`src/hdl/hacl_pkg.sv`:
```
// hacl_pkg: shared types, constants and the pixel smoothing function for the
// hires artifact color line block.
// No dependencies; used by every module under hdl.
package hacl_pkg;

	// line geometry
	localparam int PIXELS_PER_BYTE = 7;
	localparam int BYTES_PER_LINE  = 40;
	localparam int WIN_DEPTH       = 10;
	localparam int CTX_LEN         = WIN_DEPTH + PIXELS_PER_BYTE + 2;
	localparam int MAX_OUT         = 2 * PIXELS_PER_BYTE;
	localparam int CNT_W           = $clog2(MAX_OUT + 1);
	localparam int COL_W           = 6;
	localparam int BYTE_W          = 8;

	typedef logic [3:0] color_t;
	typedef logic [CNT_W-1:0] cnt_t;

	// palette indices
	localparam color_t COLOR_BLACK  = 4'd0;
	localparam color_t COLOR_PURPLE = 4'd3;
	localparam color_t COLOR_BLUE   = 4'd6;
	localparam color_t COLOR_ORANGE = 4'd9;
	localparam color_t COLOR_GREEN  = 4'd12;
	localparam color_t COLOR_WHITE  = 4'd15;

	// last column of a line, as a column value
	localparam logic [COL_W-1:0] LAST_COLUMN = COL_W'(BYTES_PER_LINE - 1);

	// bit of the video byte that picks the blue/orange pair
	localparam int PAL_BIT = 7;

	// control of one batch of pixels handed to the output buffer
	typedef struct packed {
		cnt_t count;
		logic eol;
	} batch_ctl_t;

	// final color of a pixel from its raw color and two neighbors on each side
	function automatic color_t final_color(color_t l2, color_t l, color_t raw,
			color_t r, color_t r2, logic mono);
		color_t res;
		res = COLOR_BLACK;
		if (mono) begin
			res = (raw != COLOR_BLACK) ? COLOR_WHITE : COLOR_BLACK;
		end else if (raw != COLOR_BLACK) begin
			res = (l != COLOR_BLACK || r != COLOR_BLACK) ? COLOR_WHITE : raw;
		end else if (l != COLOR_BLACK && l == r && l2 == COLOR_BLACK
				&& r2 == COLOR_BLACK) begin
			res = l;
		end
		return res;
	endfunction

endpackage

```
`src/hdl/hacl_pixel_unit.sv`:
```
// hacl_pixel_unit: expands one video byte into raw artifact colors, smooths the
// pending and current byte against the pixel window and builds the next window.
// Depends on hacl_pkg.
module hacl_pixel_unit (
	input  logic [hacl_pkg::BYTE_W-1:0] video_byte,
	input  logic [hacl_pkg::COL_W-1:0]  column,
	input  logic                        mono,
	input  hacl_pkg::color_t            win [hacl_pkg::WIN_DEPTH],
	input  logic                        win_valid,
	output hacl_pkg::color_t            colors [hacl_pkg::MAX_OUT],
	output hacl_pkg::batch_ctl_t        ctl,
	output hacl_pkg::color_t            next_win [hacl_pkg::WIN_DEPTH],
	output logic                        next_valid
);

	hacl_pkg::color_t ctx [hacl_pkg::CTX_LEN];
	hacl_pkg::color_t fin [hacl_pkg::MAX_OUT];
	hacl_pkg::color_t c_even;
	hacl_pkg::color_t c_odd;
	logic             clear_win;
	logic             pending;
	logic             ends;

	// line start and end decode
	assign clear_win = (column == '0) || !win_valid;
	assign pending   = !clear_win;
	assign ends      = column >= hacl_pkg::LAST_COLUMN;

	// artifact pair from palette bit and column parity
	always_comb begin
		if (video_byte[hacl_pkg::PAL_BIT]) begin
			c_even = hacl_pkg::COLOR_BLUE;
			c_odd  = hacl_pkg::COLOR_ORANGE;
		end else begin
			c_even = hacl_pkg::COLOR_PURPLE;
			c_odd  = hacl_pkg::COLOR_GREEN;
		end
		if (column[0]) begin
			c_even = c_odd;
			c_odd  = video_byte[hacl_pkg::PAL_BIT] ? hacl_pkg::COLOR_BLUE
				: hacl_pkg::COLOR_PURPLE;
		end
	end

	// context: window, new raw pixels, two dark pixels past the byte
	always_comb begin
		for (int i = 0; i < hacl_pkg::WIN_DEPTH; i++) begin
			ctx[i] = clear_win ? hacl_pkg::COLOR_BLACK : win[i];
		end
		for (int i = 0; i < hacl_pkg::PIXELS_PER_BYTE; i++) begin
			if (video_byte[i]) begin
				ctx[hacl_pkg::WIN_DEPTH + i] = (i % 2 == 1) ? c_odd : c_even;
			end else begin
				ctx[hacl_pkg::WIN_DEPTH + i] = hacl_pkg::COLOR_BLACK;
			end
		end
		ctx[hacl_pkg::CTX_LEN - 2] = hacl_pkg::COLOR_BLACK;
		ctx[hacl_pkg::CTX_LEN - 1] = hacl_pkg::COLOR_BLACK;
	end

	// smoothing of the pending byte and the current byte
	localparam int FIRST = hacl_pkg::WIN_DEPTH - hacl_pkg::PIXELS_PER_BYTE;
	for (genvar j = 0; j < hacl_pkg::MAX_OUT; j++) begin : g_fin
		assign fin[j] = hacl_pkg::final_color(ctx[FIRST + j - 2], ctx[FIRST + j - 1],
			ctx[FIRST + j], ctx[FIRST + j + 1], ctx[FIRST + j + 2], mono);
	end

	// batch layout: pending byte first, then the current byte on a line end; with no pending byte the current byte leads
	always_comb begin
		for (int j = 0; j < hacl_pkg::MAX_OUT; j++) begin
			if (pending || j >= hacl_pkg::PIXELS_PER_BYTE) begin
				colors[j] = fin[j];
			end else begin
				colors[j] = fin[j + hacl_pkg::PIXELS_PER_BYTE];
			end
		end
		ctl.count = (pending ? hacl_pkg::cnt_t'(hacl_pkg::PIXELS_PER_BYTE) : '0)
			+ (ends ? hacl_pkg::cnt_t'(hacl_pkg::PIXELS_PER_BYTE) : '0);
		ctl.eol = ends;
	end

	// next window slides by one byte, or clears at the end of a line
	always_comb begin
		for (int i = 0; i < hacl_pkg::WIN_DEPTH; i++) begin
			next_win[i] = ends ? hacl_pkg::COLOR_BLACK
				: ctx[i + hacl_pkg::PIXELS_PER_BYTE];
		end
		next_valid = !ends;
	end

endmodule

```
`src/hdl/hacl_out_buf.sv`:
```
// hacl_out_buf: result register for one batch of up to 14 pixels, shifted out
// one pixel per cycle under the output stall.
// Depends on hacl_pkg.
module hacl_out_buf (
	input  logic                 clk,
	input  logic                 arst_n,
	input  logic                 load,
	input  hacl_pkg::color_t     colors [hacl_pkg::MAX_OUT],
	input  hacl_pkg::batch_ctl_t ctl,
	output logic                 can_load,
	output logic                 out_valid,
	input  logic                 out_stall,
	output hacl_pkg::color_t     pixel_color,
	output logic                 last_of_run,
	output logic                 end_of_line
);

	hacl_pkg::color_t buf_q [hacl_pkg::MAX_OUT];
	hacl_pkg::cnt_t   cnt_q;
	logic             eol_q;
	logic             adv;

	// handshake
	assign out_valid = cnt_q != '0;
	assign adv       = out_valid && !out_stall;
	assign can_load  = (cnt_q == '0) || (cnt_q == hacl_pkg::cnt_t'(1) && adv);

	// payload
	assign pixel_color = buf_q[0];
	assign last_of_run = cnt_q == hacl_pkg::cnt_t'(1);
	assign end_of_line = last_of_run && eol_q;

	// remaining count and line end flag
	always_ff @(posedge clk or negedge arst_n) begin
		if (!arst_n) begin
			cnt_q <= '0;
			eol_q <= 1'b0;
		end else if (load) begin
			cnt_q <= ctl.count;
			eol_q <= ctl.eol;
		end else if (adv) begin
			cnt_q <= cnt_q - hacl_pkg::cnt_t'(1);
		end
	end

	// pixel shift register
	always_ff @(posedge clk) begin
		if (load) begin
			buf_q <= colors;
		end else if (adv) begin
			for (int i = 0; i < hacl_pkg::MAX_OUT - 1; i++) begin
				buf_q[i] <= buf_q[i + 1];
			end
		end
	end

	// a batch never overwrites pixels still waiting
	a_load_when_free: assert property (@(posedge clk) disable iff (!arst_n)
		load |-> (cnt_q == '0 || (cnt_q == hacl_pkg::cnt_t'(1) && adv)))
		else $error("batch loaded over waiting pixels");

	// a loaded batch shows its full count next cycle
	a_load_count: assert property (@(posedge clk) disable iff (!arst_n)
		load |=> cnt_q == $past(ctl.count))
		else $error("batch count not taken");

	// each delivered pixel removes exactly one from the count
	a_adv_count: assert property (@(posedge clk) disable iff (!arst_n)
		(adv && !load) |=> cnt_q == $past(cnt_q) - hacl_pkg::cnt_t'(1))
		else $error("pixel count out of step");

	// count stays within one batch
	a_cnt_range: assert property (@(posedge clk) disable iff (!arst_n)
		cnt_q <= hacl_pkg::cnt_t'(hacl_pkg::MAX_OUT))
		else $error("pixel count beyond batch size");

endmodule

```
`src/hdl/hires_artifact_color_line.sv`:
```
// hires_artifact_color_line: top level; input register, pixel window state,
// mono register, pixel unit and output buffer.
// Depends on hacl_pkg, hacl_pixel_unit, hacl_out_buf.
//
//   channel  handshake              payload
//   in       in_valid / in_stall    video_byte, column
//   out      out_valid / out_stall  pixel_color, last_of_run, end_of_line
//   cfg      cfg_valid / cfg_ready  mono_mode
//
// One pixel leaves per cycle while out_stall is low; the output shift register sets
// the pace. A byte releases 7 pixels in steady state, 14 for the last byte of a line
// and none for the first.
// A byte is taken into the input register while the previous batch drains and
// is smoothed and loaded into the output buffer as the buffer frees up.
// Reset clears the window, its valid flag, mono mode and both valid stages.
// The configuration port is always ready.
module hires_artifact_color_line (
	input  logic                        clk,
	input  logic                        arst_n,
	input  logic                        in_valid,
	output logic                        in_stall,
	input  logic [hacl_pkg::BYTE_W-1:0] video_byte,
	input  logic [hacl_pkg::COL_W-1:0]  column,
	output logic                        out_valid,
	input  logic                        out_stall,
	output logic [3:0]                  pixel_color,
	output logic                        last_of_run,
	output logic                        end_of_line,
	input  logic                        cfg_valid,
	output logic                        cfg_ready,
	input  logic                        mono_mode
);

	logic                        valid_s1;
	logic [hacl_pkg::BYTE_W-1:0] byte_s1;
	logic [hacl_pkg::COL_W-1:0]  col_s1;
	logic                        mono_q;
	hacl_pkg::color_t            win_q [hacl_pkg::WIN_DEPTH];
	logic                        win_valid_q;
	hacl_pkg::color_t            colors [hacl_pkg::MAX_OUT];
	hacl_pkg::batch_ctl_t        ctl;
	hacl_pkg::color_t            next_win [hacl_pkg::WIN_DEPTH];
	logic                        next_valid;
	logic                        can_load;
	logic                        load;
	logic                        in_take;

	// request flow
	assign load     = valid_s1 && can_load;
	assign in_stall = valid_s1 && !can_load;
	assign in_take  = in_valid && !in_stall;
	assign cfg_ready = 1'b1;

	// mono mode register
	always_ff @(posedge clk or negedge arst_n) begin
		if (!arst_n) begin
			mono_q <= 1'b0;
		end else if (cfg_valid && cfg_ready) begin
			mono_q <= mono_mode;
		end
	end

	// input stage valid
	always_ff @(posedge clk or negedge arst_n) begin
		if (!arst_n) begin
			valid_s1 <= 1'b0;
		end else if (in_take) begin
			valid_s1 <= 1'b1;
		end else if (load) begin
			valid_s1 <= 1'b0;
		end
	end

	// input stage payload
	always_ff @(posedge clk) begin
		if (in_take) begin
			byte_s1 <= video_byte;
			col_s1  <= column;
		end
	end

	// pixel window state
	always_ff @(posedge clk or negedge arst_n) begin
		if (!arst_n) begin
			win_valid_q <= 1'b0;
			for (int i = 0; i < hacl_pkg::WIN_DEPTH; i++) begin
				win_q[i] <= hacl_pkg::COLOR_BLACK;
			end
		end else if (load) begin
			win_valid_q <= next_valid;
			win_q       <= next_win;
		end
	end

	hacl_pixel_unit u_pixel (
		.video_byte (byte_s1),
		.column     (col_s1),
		.mono       (mono_q),
		.win        (win_q),
		.win_valid  (win_valid_q),
		.colors     (colors),
		.ctl        (ctl),
		.next_win   (next_win),
		.next_valid (next_valid)
	);

	hacl_out_buf u_out (
		.clk         (clk),
		.arst_n      (arst_n),
		.load        (load),
		.colors      (colors),
		.ctl         (ctl),
		.can_load    (can_load),
		.out_valid   (out_valid),
		.out_stall   (out_stall),
		.pixel_color (pixel_color),
		.last_of_run (last_of_run),
		.end_of_line (end_of_line)
	);

endmodule
```
`config.mk`:
```
export PLATFORM = sky130hd
export DESIGN_NAME = hires_artifact_color_line
export DESIGN_NICKNAME = d
export VERILOG_FILES = /design/src/hdl/hacl_pkg.sv /design/src/hdl/hacl_pixel_unit.sv /design/src/hdl/hacl_out_buf.sv /design/src/hdl/hires_artifact_color_line.sv
export SDC_FILE = /design/constraint.sdc
export NUM_CORES = 1
export LEC_CHECK = 0
export ABC_AREA = 1
export BUFFER_PORTS_ARGS = -buffer_cell sky130_fd_sc_hd__buf_4
export CAP_MARGIN = 20
export CORE_MARGIN = 2
export CORE_UTILIZATION = 35
export CTS_BUF_LIST = sky130_fd_sc_hd__clkbuf_16
export CTS_CLUSTER_SIZE = 10
export DETAILED_ROUTE_END_ITERATION = 8
export PLACE_DENSITY = 0.53
export SYNTH_ARGS = -nofsm -noshare
export SYNTH_HDL_FRONTEND = slang
export SYNTH_HIERARCHICAL = 1
export SYNTH_SLANG_ARGS = --single-unit
```
`constraint.sdc`:
```
create_clock -name clk -period 3.2 [get_ports clk]
set_clock_uncertainty 0.2 [all_clocks]
set_input_delay 0.16 -clock clk [delete_from_list [all_inputs] [get_ports clk]]
set_output_delay 0.16 -clock clk [all_outputs]
set_load 0.02 [all_outputs]
```
==> results.json <==
{
  "status": "finished, final reports clean",
  "cts_made_buffers": 17,
  "grt_first_pass_wirelength_mm": 40.7,
  "cts_resized": 0,
  "post-cts-setup-buffers": 0,
  "die_x_um": 156,
  "ys.warnings.count": 6,
  "avgSynthCellArea_um2": 7.06,
  "wire_per_inst_um": 17.6,
  "finalSetupViolations": 0,
  "cts_sinks": 114,
  "maxSlewHeadroom_pct": 54.6,
  "critPathSlowestCell": "o311ai_0",
  "r2r_start": "col_s1[0]$_DFFE_PP_",
  "hp-class": "in -> async",
  "fin_crit_ps": 2900,
  "route.met2.wl_mm": 12.1,
  "grt_start_max_net_pins": 64,
  "drt_iter0_drc": 645,
  "area_growth_pct": 12.0,
  "wl_mm": 25.8,
  "core_mm2": 0.0227,
  "dp_hpwl_mm": 18.9,
  "tightest_slew_ps": 672,
  "cts_tree": "yes",
  "die_area_mm2": 0.0245,
  "r2r_end": "u_out/buf_q[44]$_DFFE_PP_",
  "met1Wirelength_mm": 11.3,
  "drtAntennaViolNets": 0,
  "clockBufferDepth": 2,
  "vdd_ir_drop_max_mv": 0.408,
  "synth_cells": 1151,
  "reg2reg_setup_slack_ps": 300,
  "final.setup.tns_ps": 0,
  "crit_top_cell": "nand2_1",
  "critical-path-max-stage-delay_ps": 740,
  "insertion_delay_ps": 430,
  "antenna_found_initial": 0,
  "drc": 0,
  "rr_worst_depth": 10,
  "grt_overflow": 0,
  "drv_cap": 0,
  "io_buffers": 27,
  "viasPerCell": 5.26,
  "slew_viol_final": 0,
  "layout_setup_ws_ps": 297,
  "dieHeight_um": 156,
  "synth_fp_nets": 1175,
  "initial_utilization_pct": 35.8,
  "p_leak_nw": 4.23,
  "clockRootBuffer": "clkbuf_16",
  "cp.required_ps": 3290,
  "power.density_cell_area_mw_per_mm2": 1130,
  "power_mw": 10.3,
  "timing.final.crit_share_pct": 90.7,
  "layout-drive-gt1-share_pct": 11.9,
  "place_ws_ps": 376,
  "diodes": 0,
  "startpoint_type": "register",
  "first_pass_iters": 5,
  "cts_max_level": 4,
  "routed.top_layer": "met4",
  "critPathKind": "reg -> reg",
  "wl_met3_mm": 1.63,
  "grt_usage_pct": 21.9,
  "placementRows": 55,
  "gp_congestion": 0.972,
  "fin_cells": 1465,
  "dp_cells": 1414,
  "vias": 7701,
  "rsz0062_at_grt": "false",
  "hold_viol": 0,
  "fmax_ghz": 0.344,
  "crit_arrival_ps": 2990,
  "clk_pin_slew_ps": 60,
  "nNetsFinal": 1191,
  "io_pins": 29,
  "synth_area_mm2": 0.00813,
  "crit_chain": "buf_4, inv_2, nand2_1, nand3_1, o311ai_0, buf_4, nand2_1, nand3_1, nand2_1, nand2_1",
  "critPathMaxFanout": 16,
  "cp-end-kind": "register",
  "grt_pass1_vias": 7207
}
worst max-delay path, delay by kind of cell, from the launching register on:
family / cells / cell delay, ps
compound gates: 1 / 740
flops: 1 / 410
simple gates: 6 / 730
buf+inv: 3 / 670
layout make-up:
class	count	area [µm²]
Sequential cell	114	3200
Clock inverter	15	110
Fill cell	2457	13600
Multi-Input combinational cell	856	4020
Timing Repair Buffer	67	576
Clock buffer	17	425
Inverter	111	420
Tap cell	285	357
how the worst max path moves through the flow:
stage / startpoint / end / cells after the start
floorplan: u_out/cnt_q[0]$_DFFE_PN0P_ / u_out/buf_q[10]$_DFFE_PP_ / 11
global placement: u_out/cnt_q[1]$_DFFE_PN0P_ / u_out/buf_q[6]$_DFFE_PP_ / 9
detailed placement: u_out/cnt_q[0]$_DFFE_PN0P_ / u_out/buf_q[6]$_DFFE_PP_ / 9
CTS: u_out/cnt_q[0]$_DFFE_PN0P_ / u_out/buf_q[10]$_DFFE_PP_ / 9
global route: col_s1[3]$_DFFE_PP_ / u_out/buf_q[38]$_DFFE_PP_ / 14
finish: col_s1[0]$_DFFE_PP_ / u_out/buf_q[44]$_DFFE_PP_ / 10
report_power, final:
part | switching (mW) | total (mW) | internal [mW]
clock | 0.754 | 1.75 | 0.993
sequential | 0.512 | 3.04 | 2.53
combinational | 3.87 | 5.47 | 1.59
state kept, by name (all words and copies together), names as in the netlist, 4 cells and up:
name / count
byte_s1: 8
col_s1: 6
u_out/buf_q: 52
u_out/cnt_q: 4
u_out/pixel_color: 4
win_q: 36
through the flow:
stage | hold WS [ps] | utilization, % | area (µm²)
2_1_floorplan | -336 | - | 8130
3_3_place_gp | 4.14 | 36.9 | 8380
3_5_place_dp | 17.6 | 36.9 | 8380
4_1_cts | 100 | 40.1 | 9110
5_1_grt | 155 | 40.1 | 9110
6_report | 81.6 | 40.1 | 9110
cells in the final DEF, fill, tap and decap left out, drive strengths merged:
cell type,n
a21boi,2
a21oi,26
a31oi,2
a41oi,4
and2,2
buf,48
clkbuf,17
clkinv,12
clkinvlp,3
conb,1
dfrtp,44
dlygate4sd3,19
edfxtp,70
ha,4
inv,111
nand2,421
nand3,136
nand3b,2
nand4,30
nor2,138
nor3,14
nor3b,1
o211ai,12
o21ai,48
o221ai,1
o22ai,2
o311ai,3
o31a,1
o31ai,3
or2,3
what timing repair did:
item | in CTS | in global routing
hold buffers | 19 | 0
hold endpoints to repair | 62 | 0
setup endpoints to repair | 0 | 0
routing by layer:
layer / global-route usage, % / vias to the layer above
li1: - / 3773
met1: 28.9 / 3612
met2: 35.1 / 270
met3: 4.87 / 46
met4: 7.91 / 0
met5: 0 / -
Note: power is estimated with default switching activity, not from simulation.
